[config.mk]
export PLATFORM = sky130hd
export DESIGN_NAME = edf_llf_realtime_task_scheduler
export DESIGN_NICKNAME = d
export VERILOG_FILES = /design/src/design/edfs_pkg.sv /design/src/design/edfs_ctrl.sv /design/src/design/edfs_dp.sv /design/src/design/edf_llf_realtime_task_scheduler.sv
export SDC_FILE = /design/constraint.sdc
export NUM_CORES = 1
export LEC_CHECK = 0
export BUFFER_PORTS_ARGS = -buffer_cell sky130_fd_sc_hd__buf_2
export CAP_MARGIN = 20
export CORE_MARGIN = 8
export CORE_UTILIZATION = 61
export CTS_BUF_LIST = sky130_fd_sc_hd__clkbuf_8
export DETAILED_ROUTE_END_ITERATION = 10
export PLACE_DENSITY = 0.79
export SETUP_SLACK_MARGIN = 0.05
export SYNTH_ARGS = -nofsm -noshare
export SYNTH_HDL_FRONTEND = slang
export SYNTH_SLANG_ARGS = --single-unit
[constraint.sdc]
create_clock -name clk -period 13.48 [get_ports clk]
set_input_delay 0 -clock clk [delete_from_list [all_inputs] [get_ports clk]]
set_output_delay 0 -clock clk [all_outputs]
set_load 0.1 [all_outputs]
[src/design/edfs_pkg.sv]
`timescale 1ns / 1ps
// ----------------------------------------------------------------------------
// edfs_pkg: shared types and constants of the EDF/LLF task scheduler
// Phase codes, controller states and the controller/datapath command bundle.
// ----------------------------------------------------------------------------
package edfs_pkg;

	typedef enum logic [1:0] {
		PH_BLOCKED = 2'd0,
		PH_READY   = 2'd1,
		PH_EXEC    = 2'd2,
		PH_FINISH  = 2'd3
	} phase_t;

	typedef enum logic [1:0] {
		ST_CREATED = 2'd0,
		ST_REJECT  = 2'd1,
		ST_TICK    = 2'd2
	} status_t;

	typedef enum logic [2:0] {
		S_IDLE,
		S_CREATE,
		S_ADVANCE,
		S_RUNDOWN,
		S_SCAN,
		S_COMMIT,
		S_OUT
	} state_t;

	localparam logic [15:0] TIME_MAX = 16'hFFFF;

	typedef struct packed {
		logic load;      // capture input word
		logic create;    // write new slot
		logic advance;   // time step and release sweep
		logic rundown;   // count down running task
		logic scan_clr;  // reset scan pointer and best
		logic scan_step; // evaluate one slot
		logic commit;    // apply selection
		logic out_load;  // fill output register
	} dp_cmd_t;

	typedef struct packed {
		logic is_tick;
		logic scan_last;
	} dp_sts_t;

endpackage

[src/design/edfs_ctrl.sv]
`timescale 1ns / 1ps
// ----------------------------------------------------------------------------
// edfs_ctrl: scheduler sequencer
// Steps one word through create or tick phases, scanning one slot per cycle.
// ----------------------------------------------------------------------------
module edfs_ctrl (
	input  logic              clk,
	input  logic              arst_n,
	input  logic              in_fire,
	input  logic              out_busy,
	input  edfs_pkg::dp_sts_t sts,
	output edfs_pkg::dp_cmd_t cmd,
	output logic              idle
);
	import edfs_pkg::*;

	state_t state_q, state_n;

	always_ff @(posedge clk or negedge arst_n) begin
		if (!arst_n) state_q <= S_IDLE;
		else state_q <= state_n;
	end

	always_comb begin
		state_n = state_q;
		unique case (state_q)
			S_IDLE:    if (in_fire) state_n = S_CREATE;
			S_CREATE:  state_n = sts.is_tick ? S_ADVANCE : S_OUT;
			S_ADVANCE: state_n = S_RUNDOWN;
			S_RUNDOWN: state_n = S_SCAN;
			S_SCAN:    if (sts.scan_last) state_n = S_COMMIT;
			S_COMMIT:  state_n = S_OUT;
			S_OUT:     if (!out_busy) state_n = S_IDLE;
			default:   state_n = S_IDLE;
		endcase
	end

	always_comb begin
		cmd = '0;
		cmd.load = in_fire;
		unique case (state_q)
			S_CREATE:  cmd.create = !sts.is_tick;
			S_ADVANCE: cmd.advance = 1'b1;
			S_RUNDOWN: begin
				cmd.rundown  = 1'b1;
				cmd.scan_clr = 1'b1;
			end
			S_SCAN:    cmd.scan_step = 1'b1;
			S_COMMIT:  cmd.commit = 1'b1;
			S_OUT:     cmd.out_load = !out_busy;
			default:   ;
		endcase
	end

	assign idle = (state_q == S_IDLE);

endmodule

[src/design/edfs_dp.sv]
`timescale 1ns / 1ps
// ----------------------------------------------------------------------------
// edfs_dp: scheduler datapath
// Slot table, time counter, running pointer and sequential best-key scan.
// ----------------------------------------------------------------------------
module edfs_dp #(
	parameter int MAX_TASKS = 8
) (
	input  logic              clk,
	input  logic              arst_n,
	input  edfs_pkg::dp_cmd_t cmd,
	output edfs_pkg::dp_sts_t sts,
	input  logic              alg_q,
	input  logic              pre_q,
	input  logic              mode,
	input  logic [6:0]        release_time,
	input  logic [6:0]        deadline_time,
	input  logic [5:0]        execution_time,
	output logic [1:0]        status,
	output logic [2:0]        created_slot,
	output logic              running_valid,
	output logic [2:0]        running_slot,
	output logic              switched,
	output logic              finished_valid,
	output logic [2:0]        finished_slot,
	output logic [15:0]       current_time
);
	import edfs_pkg::*;

	localparam int IW = (MAX_TASKS > 1) ? $clog2(MAX_TASKS) : 1;
	localparam int CW = $clog2(MAX_TASKS + 1);
	localparam logic [CW-1:0] CMAX = CW'(MAX_TASKS);

	logic [6:0] rel_q [MAX_TASKS];
	logic [6:0] dl_q  [MAX_TASKS];
	logic [5:0] rem_q [MAX_TASKS];
	phase_t     ph_q  [MAX_TASKS];
	logic [CW-1:0] count_q;
	logic          run_v_q;
	logic [IW-1:0] run_q;
	logic [15:0]   time_q;

	logic          mode_q;
	logic [6:0]    in_rel_q, in_dl_q;
	logic [5:0]    in_ex_q;
	logic          reject_q, fin_v_q, sw_q;
	logic [IW-1:0] fin_q, created_q;

	logic [CW-1:0] scan_q;
	logic          have_q;
	logic [IW-1:0] best_q;
	logic signed [17:0] bkey_q;

	// scan evaluation of one slot
	logic [IW-1:0]      si;
	logic               cand;
	logic signed [17:0] key;
	assign si   = scan_q[IW-1:0];
	assign cand = (scan_q < count_q) && ((ph_q[si] == PH_READY) ||
		(run_v_q && run_q == si && ph_q[si] == PH_EXEC));
	assign key  = alg_q ? (18'($signed({1'b0, dl_q[si]})) - 18'($signed({1'b0, time_q}))
		- 18'($signed({1'b0, rem_q[si]}))) : 18'($signed({1'b0, dl_q[si]}));

	assign sts.is_tick   = mode_q;
	assign sts.scan_last = (scan_q == CMAX - 1'b1);

	always_ff @(posedge clk or negedge arst_n) begin
		if (!arst_n) begin
			for (int i = 0; i < MAX_TASKS; i++) ph_q[i] <= PH_BLOCKED;
			count_q <= '0;
			run_v_q <= 1'b0;
			run_q   <= '0;
			time_q  <= '0;
			status <= '0; created_slot <= '0; running_valid <= 1'b0;
			running_slot <= '0; switched <= 1'b0; finished_valid <= 1'b0;
			finished_slot <= '0; current_time <= '0;
		end else begin
			if (cmd.create && count_q < CMAX)
				ph_q[count_q[IW-1:0]] <= PH_BLOCKED;
			if (cmd.create && count_q < CMAX) count_q <= count_q + 1'b1;
			if (cmd.advance) begin
				if (time_q != TIME_MAX) time_q <= time_q + 16'd1;
				for (int i = 0; i < MAX_TASKS; i++)
					if (CW'(i) < count_q && ph_q[i] == PH_BLOCKED &&
					    {9'd0, rel_q[i]} <= ((time_q != TIME_MAX) ? time_q + 16'd1 : time_q))
						ph_q[i] <= PH_READY;
			end
			if (cmd.rundown && run_v_q && ph_q[run_q] == PH_EXEC &&
			    rem_q[run_q] <= 6'd1) begin
				ph_q[run_q] <= PH_FINISH;
				run_v_q     <= 1'b0;
			end
			if (cmd.commit && have_q && !(run_v_q && run_q == best_q) &&
			    !(!pre_q && run_v_q)) begin
				if (run_v_q) ph_q[run_q] <= PH_READY;
				ph_q[best_q] <= PH_EXEC;
				run_q   <= best_q;
				run_v_q <= 1'b1;
			end
			if (cmd.out_load) begin
				status <= mode_q ? ST_TICK : (reject_q ? ST_REJECT : ST_CREATED);
				created_slot   <= (!mode_q && !reject_q) ? 3'(created_q) : 3'd0;
				running_valid  <= run_v_q;
				running_slot   <= run_v_q ? 3'(run_q) : 3'd0;
				switched       <= mode_q & sw_q;
				finished_valid <= mode_q & fin_v_q;
				finished_slot  <= (mode_q & fin_v_q) ? 3'(fin_q) : 3'd0;
				current_time   <= time_q;
			end
		end
	end

	// payload, slot data and scan registers
	always_ff @(posedge clk) begin
		if (cmd.load) begin
			mode_q   <= mode;
			in_rel_q <= release_time;
			in_dl_q  <= deadline_time;
			in_ex_q  <= execution_time;
			fin_v_q  <= 1'b0;
			sw_q     <= 1'b0;
			fin_q    <= '0;
		end
		if (cmd.create) begin
			reject_q  <= (count_q >= CMAX);
			created_q <= count_q[IW-1:0];
			if (count_q < CMAX) begin
				rel_q[count_q[IW-1:0]] <= in_rel_q;
				dl_q[count_q[IW-1:0]]  <= (in_dl_q < in_rel_q) ? in_rel_q : in_dl_q;
				rem_q[count_q[IW-1:0]] <= in_ex_q;
			end
		end
		if (cmd.rundown && run_v_q && ph_q[run_q] == PH_EXEC) begin
			if (rem_q[run_q] <= 6'd1) begin
				rem_q[run_q] <= '0;
				fin_v_q <= 1'b1;
				fin_q   <= run_q;
			end else rem_q[run_q] <= rem_q[run_q] - 6'd1;
		end
		if (cmd.scan_clr) begin
			scan_q <= '0;
			have_q <= 1'b0;
			best_q <= '0;
			bkey_q <= '0;
		end
		if (cmd.scan_step) begin
			scan_q <= scan_q + 1'b1;
			if (cand && (!have_q || key < bkey_q)) begin
				have_q <= 1'b1;
				best_q <= si;
				bkey_q <= key;
			end
		end
		if (cmd.commit)
			sw_q <= have_q && !(run_v_q && run_q == best_q) && !(!pre_q && run_v_q);
	end

	a_count_max: assert property (@(posedge clk) disable iff (!arst_n) count_q <= CMAX)
		else $error("task count beyond table");
	a_run_exec: assert property (@(posedge clk) disable iff (!arst_n)
		(cmd.out_load && run_v_q) |-> ph_q[run_q] == PH_EXEC)
		else $error("running slot not executing");
	a_time_mono: assert property (@(posedge clk) disable iff (!arst_n)
		cmd.advance |=> time_q >= $past(time_q))
		else $error("time went backwards");

endmodule

[src/design/edf_llf_realtime_task_scheduler.sv]
`timescale 1ns / 1ps
// ----------------------------------------------------------------------------
// edf_llf_realtime_task_scheduler: EDF / LLF real-time task scheduler
// Slot table of tasks; create words fill slots, tick words run the schedule.
// ----------------------------------------------------------------------------
// Sequence: a create word steps through the create and output states; a tick
//   word through create, advance, rundown, scan, commit and output states.
//   The scan visits one slot per cycle. One word is in flight at a time, and
//   a stalled result holds the next one.
// Reset: arst_n clears phases, task count, time, running pointer and config;
//   slot data has no reset and is only read after being written.
module edf_llf_realtime_task_scheduler #(
	parameter int MAX_TASKS = 8
) (
	input  logic        clk,
	input  logic        arst_n,
	// config write channel
	input  logic        cfg_valid,
	output logic        cfg_ready,
	input  logic        cfg_index,
	input  logic        cfg_data,
	// input channel
	input  logic        in_valid,
	output logic        in_stall,
	input  logic        mode,
	input  logic [6:0]  release_time,
	input  logic [6:0]  deadline_time,
	input  logic [5:0]  execution_time,
	// result channel
	output logic        out_valid,
	input  logic        out_stall,
	output logic [1:0]  status,
	output logic [2:0]  created_slot,
	output logic        running_valid,
	output logic [2:0]  running_slot,
	output logic        switched,
	output logic        finished_valid,
	output logic [2:0]  finished_slot,
	output logic [15:0] current_time
);
	import edfs_pkg::*;

	dp_cmd_t cmd;
	dp_sts_t sts;
	logic    idle, in_fire, alg_q, pre_q, out_v_q;

	// single-bit index: both register indexes map directly
	assign cfg_ready = 1'b1;
	always_ff @(posedge clk or negedge arst_n) begin
		if (!arst_n) begin
			alg_q <= 1'b0;
			pre_q <= 1'b0;
		end else if (cfg_valid) begin
			if (!cfg_index) alg_q <= cfg_data;
			else pre_q <= cfg_data;
		end
	end

	assign in_stall = !idle;
	assign in_fire  = in_valid && idle;

	// output word register: held until taken
	always_ff @(posedge clk or negedge arst_n) begin
		if (!arst_n) out_v_q <= 1'b0;
		else if (cmd.out_load) out_v_q <= 1'b1;
		else if (!out_stall) out_v_q <= 1'b0;
	end
	assign out_valid = out_v_q;

	edfs_ctrl u_ctrl (
		.clk(clk), .arst_n(arst_n), .in_fire(in_fire),
		.out_busy(out_v_q && out_stall), .sts(sts), .cmd(cmd), .idle(idle)
	);

	edfs_dp #(.MAX_TASKS(MAX_TASKS)) u_dp (
		.clk(clk), .arst_n(arst_n), .cmd(cmd), .sts(sts),
		.alg_q(alg_q), .pre_q(pre_q),
		.mode(mode), .release_time(release_time), .deadline_time(deadline_time),
		.execution_time(execution_time),
		.status(status), .created_slot(created_slot),
		.running_valid(running_valid), .running_slot(running_slot),
		.switched(switched), .finished_valid(finished_valid),
		.finished_slot(finished_slot), .current_time(current_time)
	);

endmodule
==> Yosys cells after proc, flatten, opt, wreduce, memory -nomap -nowiden <==
Memories as Yosys holds them, arrays and structs flattened. A register that Yosys moved wholly into a read port is not among the register bits.
Index checks and enable logic that the tools add are counted.
{ "word_totals": {"rom_bits": 0, "mem_count": 3, "latch_bits": 0, "ff_bits": 132, "ram_bits": 160, "word_cells": 255} }
{ "classes": {"mux": 83, "div": 0, "order_cmp": 29, "eq_ne": 17, "shift": 0, "n_reduce_logical": 63, "add_sub_neg": 6, "bitwise_logic": 17, "mul": 0} }
{ "memory_table": {"columns": ["memory", "words", "word_bits", "rd", "rd_ports_with_merged_regs", "wr", "line_no", "source"], "rows": [
  ["u_dp.dl_q", 8, 7, 1, 1, 1, "edfs_dp.sv:35", "logic [6:0] dl_q [MAX_TASKS];"],
  ["u_dp.rel_q", 8, 7, 8, 0, 1, "edfs_dp.sv:34", "logic [6:0] rel_q [MAX_TASKS];"],
  ["u_dp.rem_q", 8, 6, 2, 1, 1, "edfs_dp.sv:36", "logic [5:0] rem_q [MAX_TASKS];"]
]} }
{ "op_table": {"columns": ["cell", "n"], "rows": [
  ["7-bit by 16-bit less-or-equal comparator with 1-bit output", 8],
  ["16-bit 2-to-1 mux", 7],
  ["18-bit 2-to-1 mux", 4],
  ["3-bit 2-to-1 mux", 16],
  ["1-bit logical AND", 37],
  ["2-bit 2-to-1 mux", 17],
  ["1-bit 2-to-1 mux", 28],
  ["3-bit one-hot mux with 7 select lines", 1],
  ["4-bit >= comparator, second input constant", 5],
  ["2-bit demux with 3-bit select", 3],
  ["18-bit less-than comparator", 1],
  ["18-bit by 7-bit subtractor with 18-bit output", 1],
  ["7-bit by 16-bit subtractor with 17-bit output", 1],
  ["16-bit by 1-bit adder with 16-bit output, second input constant", 1],
  ["16-bit bitwise AND", 1],
  ["8-bit bitwise AND", 2],
  ["2-bit zero test", 8],
  ["3-bit by 4-bit less-than comparator with 1-bit output, first input constant", 4],
  ["16-bit inequality test, second input constant", 1],
  ["16-bit inverter", 1],
  ["3-bit inverter with 4-bit output", 4],
  ["8-bit inverter", 2],
  ["16-bit bitwise OR", 1],
  ["8-bit bitwise OR", 2],
  ["32 further kinds", 59]
]} }

==> Logic depth before layout (Yosys ltp) <==
{ "depth": {"word_depth": 17, "mapped_depth": 30, "ltp_nobuf": 26} }

==> Hierarchy <==
A second synthesis with hierarchy kept.
{ "unflattened": {"hier_cells": 1394, "hier_area_um2": 16039.1} }
{ "by_module_without_submodules": {"columns": ["mod", "instances", "area_per_inst_um2", "cells_per_inst"], "rows": [
  ["edfs_dp", 1, 15667.5, 1354],
  ["edfs_ctrl", 1, 220.2, 27],
  ["edf_llf_realtime_task_scheduler", 1, 151.4, 13]
]} }

==> Worst setup path before layout <==
OpenSTA, ideal clock, no wires.
{ "synth_path": {"path_kind": "register to register", "startpoint": "register with a tool-made name", "endpoint": "register u_dp.bkey_q[16]", "t_arrival_ps": 6483, "path_stages_with_launch": 28, "slack_ps": 6876, "period_less_slack_ps": 6604, "path_buffers": 3, "path_cell_list": "dfxtp_1 clkbuf_1 buf_2 mux4_2 mux2_2 ha_1 o211ai_1 a21oi_1 nor2_1 xnor2_1 ha_1 a21oi_1 o211ai_1 mux2_2 or3_1 o21ai_0 o311ai_1 xor2_1 and2_1 ha_1 nand4_1 or4_1 nor3_1 a31oi_1 a21o_1 o211ai_1 buf_2 mux2_2"} }
{ "synth_rtl": {"columns": ["item", "line_no", "source"], "rows": [
  ["end signal, assigned", "edfs_dp.sv:151", "bkey_q <= key;"],
  ["end, declared", "edfs_dp.sv:52", "logic signed [17:0] bkey_q;"]
]} }

==> results by stage <==
Final layout:
- The area growth from synthesis to layout is 11.97%.
- After the flow finishes, the layout carries non-filler instances totaling ~1.8k.
- The layout filler cell count is around 1.8k.
- The post-route netlist has approximately 16% of its cells at a drive strength greater than 1.
- The area taken by flip-flops and latches is around 0.0082 sq mm.
- The area of the multi-input gates is 0.006852 sq mm.
- At the end of the flow, the number of nets in the layout was about 1.6k.
- The repair_antennas step left the layout with diodes totalling 0.

GRT:
- The global-route wire length before repair is 58.85 mm.
- The number of global-route vias before repair is 10.95k.
- The initial antenna violation count is 0.
- The aggregate global-route resource usage is 24.01%.
- The largest net degree at the start of global routing is 54.
- For this run the aggregate overflow at the end of global routing stands at 0.

Detailed routing:
- The starting DRC count in detailed routing is around 1.2k.
- Before antenna repair, the detailed router went through 5 iterations.
- The via count normalized by instance count is 6.241.
- In this run the remaining antenna-violating nets after routing total 0.
- The total via count after detailed routing is roughly 11k.
- In the final routed layout, each cell accounts on average for 20.70 um.
- The final layout contains routed wiring with a total length of between 30 and 40 mm.
- After detailed routing, the number of remaining DRC violations is 0.

Clock network:
- The depth of the CTS H-tree is 2.
- The clock latency at the later pin of the worst-skew pair is roughly 0.59 ns.
- The number of CTS-inserted buffers is 49.
- The TritonCTS clock tree is done.
- In this run the deepest clock path goes through 3 buffers.
- The post-CTS clock slew at the launch and capture registers of the worst setup and hold paths is 0.07 ns.
- The library cell used as clock root buffer is clkbuf_8.
- The number of clock sinks is between 200 and 300.
- Gates resized during post-CTS repair numbered 0.

Synthesis:
- The flip-flop and latch count after synthesis is ~300.
- The biggest area contributor in the post-synthesis netlist is edfxtp_1.
- The fraction of the yosys area taken by sequential cells is 52.52%.
- The post-synthesis instance area is around 0.016 sq mm.
- The average instance in the mapped netlist occupies 11.75 sq um.
- The number of flops mapped to enable cells by yosys is 190.
- Ranked by instance count, the synthesized netlist is headed by 190 x edfxtp_1, 109 x nand2_1, 102 x ha_1.
- For this run, the number of Yosys warnings is 0.
- The number of nets handed over by synthesis was 1,459.
- The number of standard cells after synthesis is 1,327.
- In the post-synthesis netlist, the biggest area contributors are edfxtp_1 37%, dfrtp_1 12%, ha_1 8.2%.
- The most common flop cell mapped by yosys is edfxtp_1.
- Among all cell types in the netlist, the one instantiated most often is edfxtp_1.
- The post-synthesis async set-or-reset flop share is between 20 and 30%.
- The count of cell types in the netlist is just under 80.
- The area share of the largest cell type after synthesis is 36.60%.

Placed design:
- The worst-case setup slack after placement is 5.735 ns.
- Input and output buffers added on the ports amount to 59.
- After legalization and detailed placement, the total HPWL measured 25.15 mm.
- At the end of routability-driven placement, the weighted congestion stood at ~0.9.
- The number of placed cells counting well taps is about 1.7k.

Timing:
- The hold violation total from the final report was 0.
- The worst hold margin is 0.09992 ns.
- The number of max-slew violations in the final report is 0.
- Measured against its own limit, the worst slew margin works out to 22.44%.
- Setup violations remaining at the end of the flow were counted as 0.
- The setup slack of the critical path after layout is 5.619 ns.
- The transition time at the pin with the least slew margin is 1.153 ns.
- Setup repair after global routing left no endpoint under its margin.
- Static timing analysis puts the maximum clock frequency at approximately 130 MHz.
- The smallest clock period supported by the final layout is computed as 7.861 ns.
- The total negative setup slack is 0 ns.
- The final period utilization is 58.32%.
- Between clock sinks in the finished design, the worst skew comes to 0.02900 ns.

Power:
- The worst-case IR drop observed on VDD is 0.0001717 V.
- Summed over all cells, the static leakage comes to 6.951 nW.
- The power density over the cells is 251.0 mW/mm^2.

Worst hold path:
- The type of the tightest min-delay check is primary input to asynchronous set/reset pin.

Setup path:
- The worst setup path is launched from a flop.
- STA classifies the critical path endpoint as a flop.
- Setup slack on the worst reg-to-reg path comes out at 5.62 ns.
- For the worst setup path, the data arrival time is between 8 and 9 ns.
- STA puts the critical path data required time at around 14 ns.
- For the worst flop-to-flop path, the logic depth is 26.
- The capture point of the worst reg-to-reg path is u_dp.bkey_q[16]$_DFF_P_.
- The type of the worst setup path is flop to flop.
- The worst-path maximum fanout is 25.

Die:
- The core footprint is roughly 0.025 sq mm.
- The number of core rows is 58.
- The area of the die is just over 0.03 sq mm.
- For this configuration, the core starts out at a cell density of 62.09%.
- From left edge to right edge, the die measures 175.9 um.
- In this run the count of I/O pins placed on the die edge is 61.
- The die is 175.9 um tall.

Run:
- Max-cap violations in this run came to 0.

Run status:
- The flow ran to the end, and the final reports show no timing, DRC or antenna violations.
==> worst max-delay path, cell delays in order (launching register included) <==
cell,delay [ns]
dfxtp_2,0.96
mux4_2,0.62
mux2i_1,0.27
inv_1,0.08
ha_1,0.35
o211ai_1,0.10
a21oi_1,0.26
nor2_1,0.10
xnor2_1,0.24
ha_1,0.28
a21oi_1,0.24
o211ai_1,0.13
mux2_2,0.31
nor4_1,0.37
o31ai_2,0.19
mux2i_1,0.21
xor2_1,0.23
nor2_1,0.07
ha_1,0.28
nand4_1,0.13
or4_1,0.58
nor3_1,0.21
a31oi_1,0.13
a21o_1,0.17
o211ai_1,0.44
buf_4,0.40
mux2_2,0.36
==> metrics by stage <==
stage	util [%]	instance area [sq um]	power (W)
after floorplan	-	15590	0.003054
after global placement	64.41	16170	0.003513
after detailed placement	64.41	16170	0.003586
after CTS	69.38	17420	0.004363
after global routing	69.52	17460	0.004679
final	69.52	17460	0.004382
==> area by class of cell <==
cell class              count  share of cell area (%)
multi-input cells         894                   39.25
clock buffers              54                   4.258
clock inverters            38                   1.233
flip-flops and latches    295                   46.91
repair buffers            109                   4.387
well taps                 330                   2.365
inverters                  74                   1.591
==> how the worst max path moves through the flow <==
stage,startpoint,end
5_1_grt,flop,u_dp.bkey_q[1]$_DFF_P_
3_3_place_gp,flop,u_dp.bkey_q[16]$_DFF_P_
2_1_floorplan,flop,u_dp.bkey_q[16]$_DFF_P_
4_1_cts,flop,u_dp.bkey_q[1]$_DFF_P_
3_5_place_dp,flop,u_dp.bkey_q[1]$_DFF_P_
6_report,flop,u_dp.bkey_q[16]$_DFF_P_
==> report_power, final <==
part,leakage (nW),switching [W],internal [W]
combinational,3.40,0.00141,0.000929
clock,0.576,0.000359,0.000394
sequential,2.97,0.000161,0.00113
==> logic make-up after synthesis <==
family	synth area share [%]
AOI/OAI and AO/OA	11.97
xor gates and xnor gates	2.697
adders and majority gates	8.443
buffers and inverters	3.596
DFF	52.52
muxes	8.644
other	0.02405
and+or+nand+nor	12.11
==> layer usage <==
metal	track usage, %	vias up	share of wire [%]
li1	-	5170	-
met1	32.31	5417	43
met2	38.67	515	46
met3	3.607	94	7.6
met4	9.608	0	3.4
met5	0	-	0
==> sequential cells by signal, indices dropped and copies added, names as in the netlist, 4 cells and up, named ones only <==
| signal | count |
|---|---|
| u_dp.in_ex_q | 6 |
| u_dp.ph_q | 16 |
| u_dp.in_dl_q | 7 |
| u_dp.scan_q | 4 |
| u_dp.rem_q | 48 |
| u_dp.rel_q | 56 |
| u_dp.time_q | 16 |
| u_dp.dl_q | 56 |
| u_dp.in_rel_q | 7 |
| u_dp.bkey_q | 18 |
| u_dp.count_q | 4 |
| u_dp.current_time | 16 |
==> placed cells by master (no fill, tap or decap), types with 34 or more instances in the layout <==
| master | count |
|---|---|
| a21oi_1 | 43 |
| xnor2_1 | 34 |
| dfrtp_1 | 76 |
| o21ai_0 | 81 |
| inv_1 | 91 |
| clkbuf_8 | 54 |
| nand3_1 | 48 |
| mux4_2 | 35 |
| nor2_1 | 69 |
| edfxtp_1 | 190 |
| ha_1 | 102 |
| buf_2 | 58 |
| nand2_1 | 108 |
==> what timing repair did <==
| action | in CTS | in global routing |
|---|---|---|
| hold buffers | 29 | 0 |
| setup buffers | 0 | 0 |
| endpoints found under the hold margin | 108 | 0 |
(Power assumes the default switching activity.)
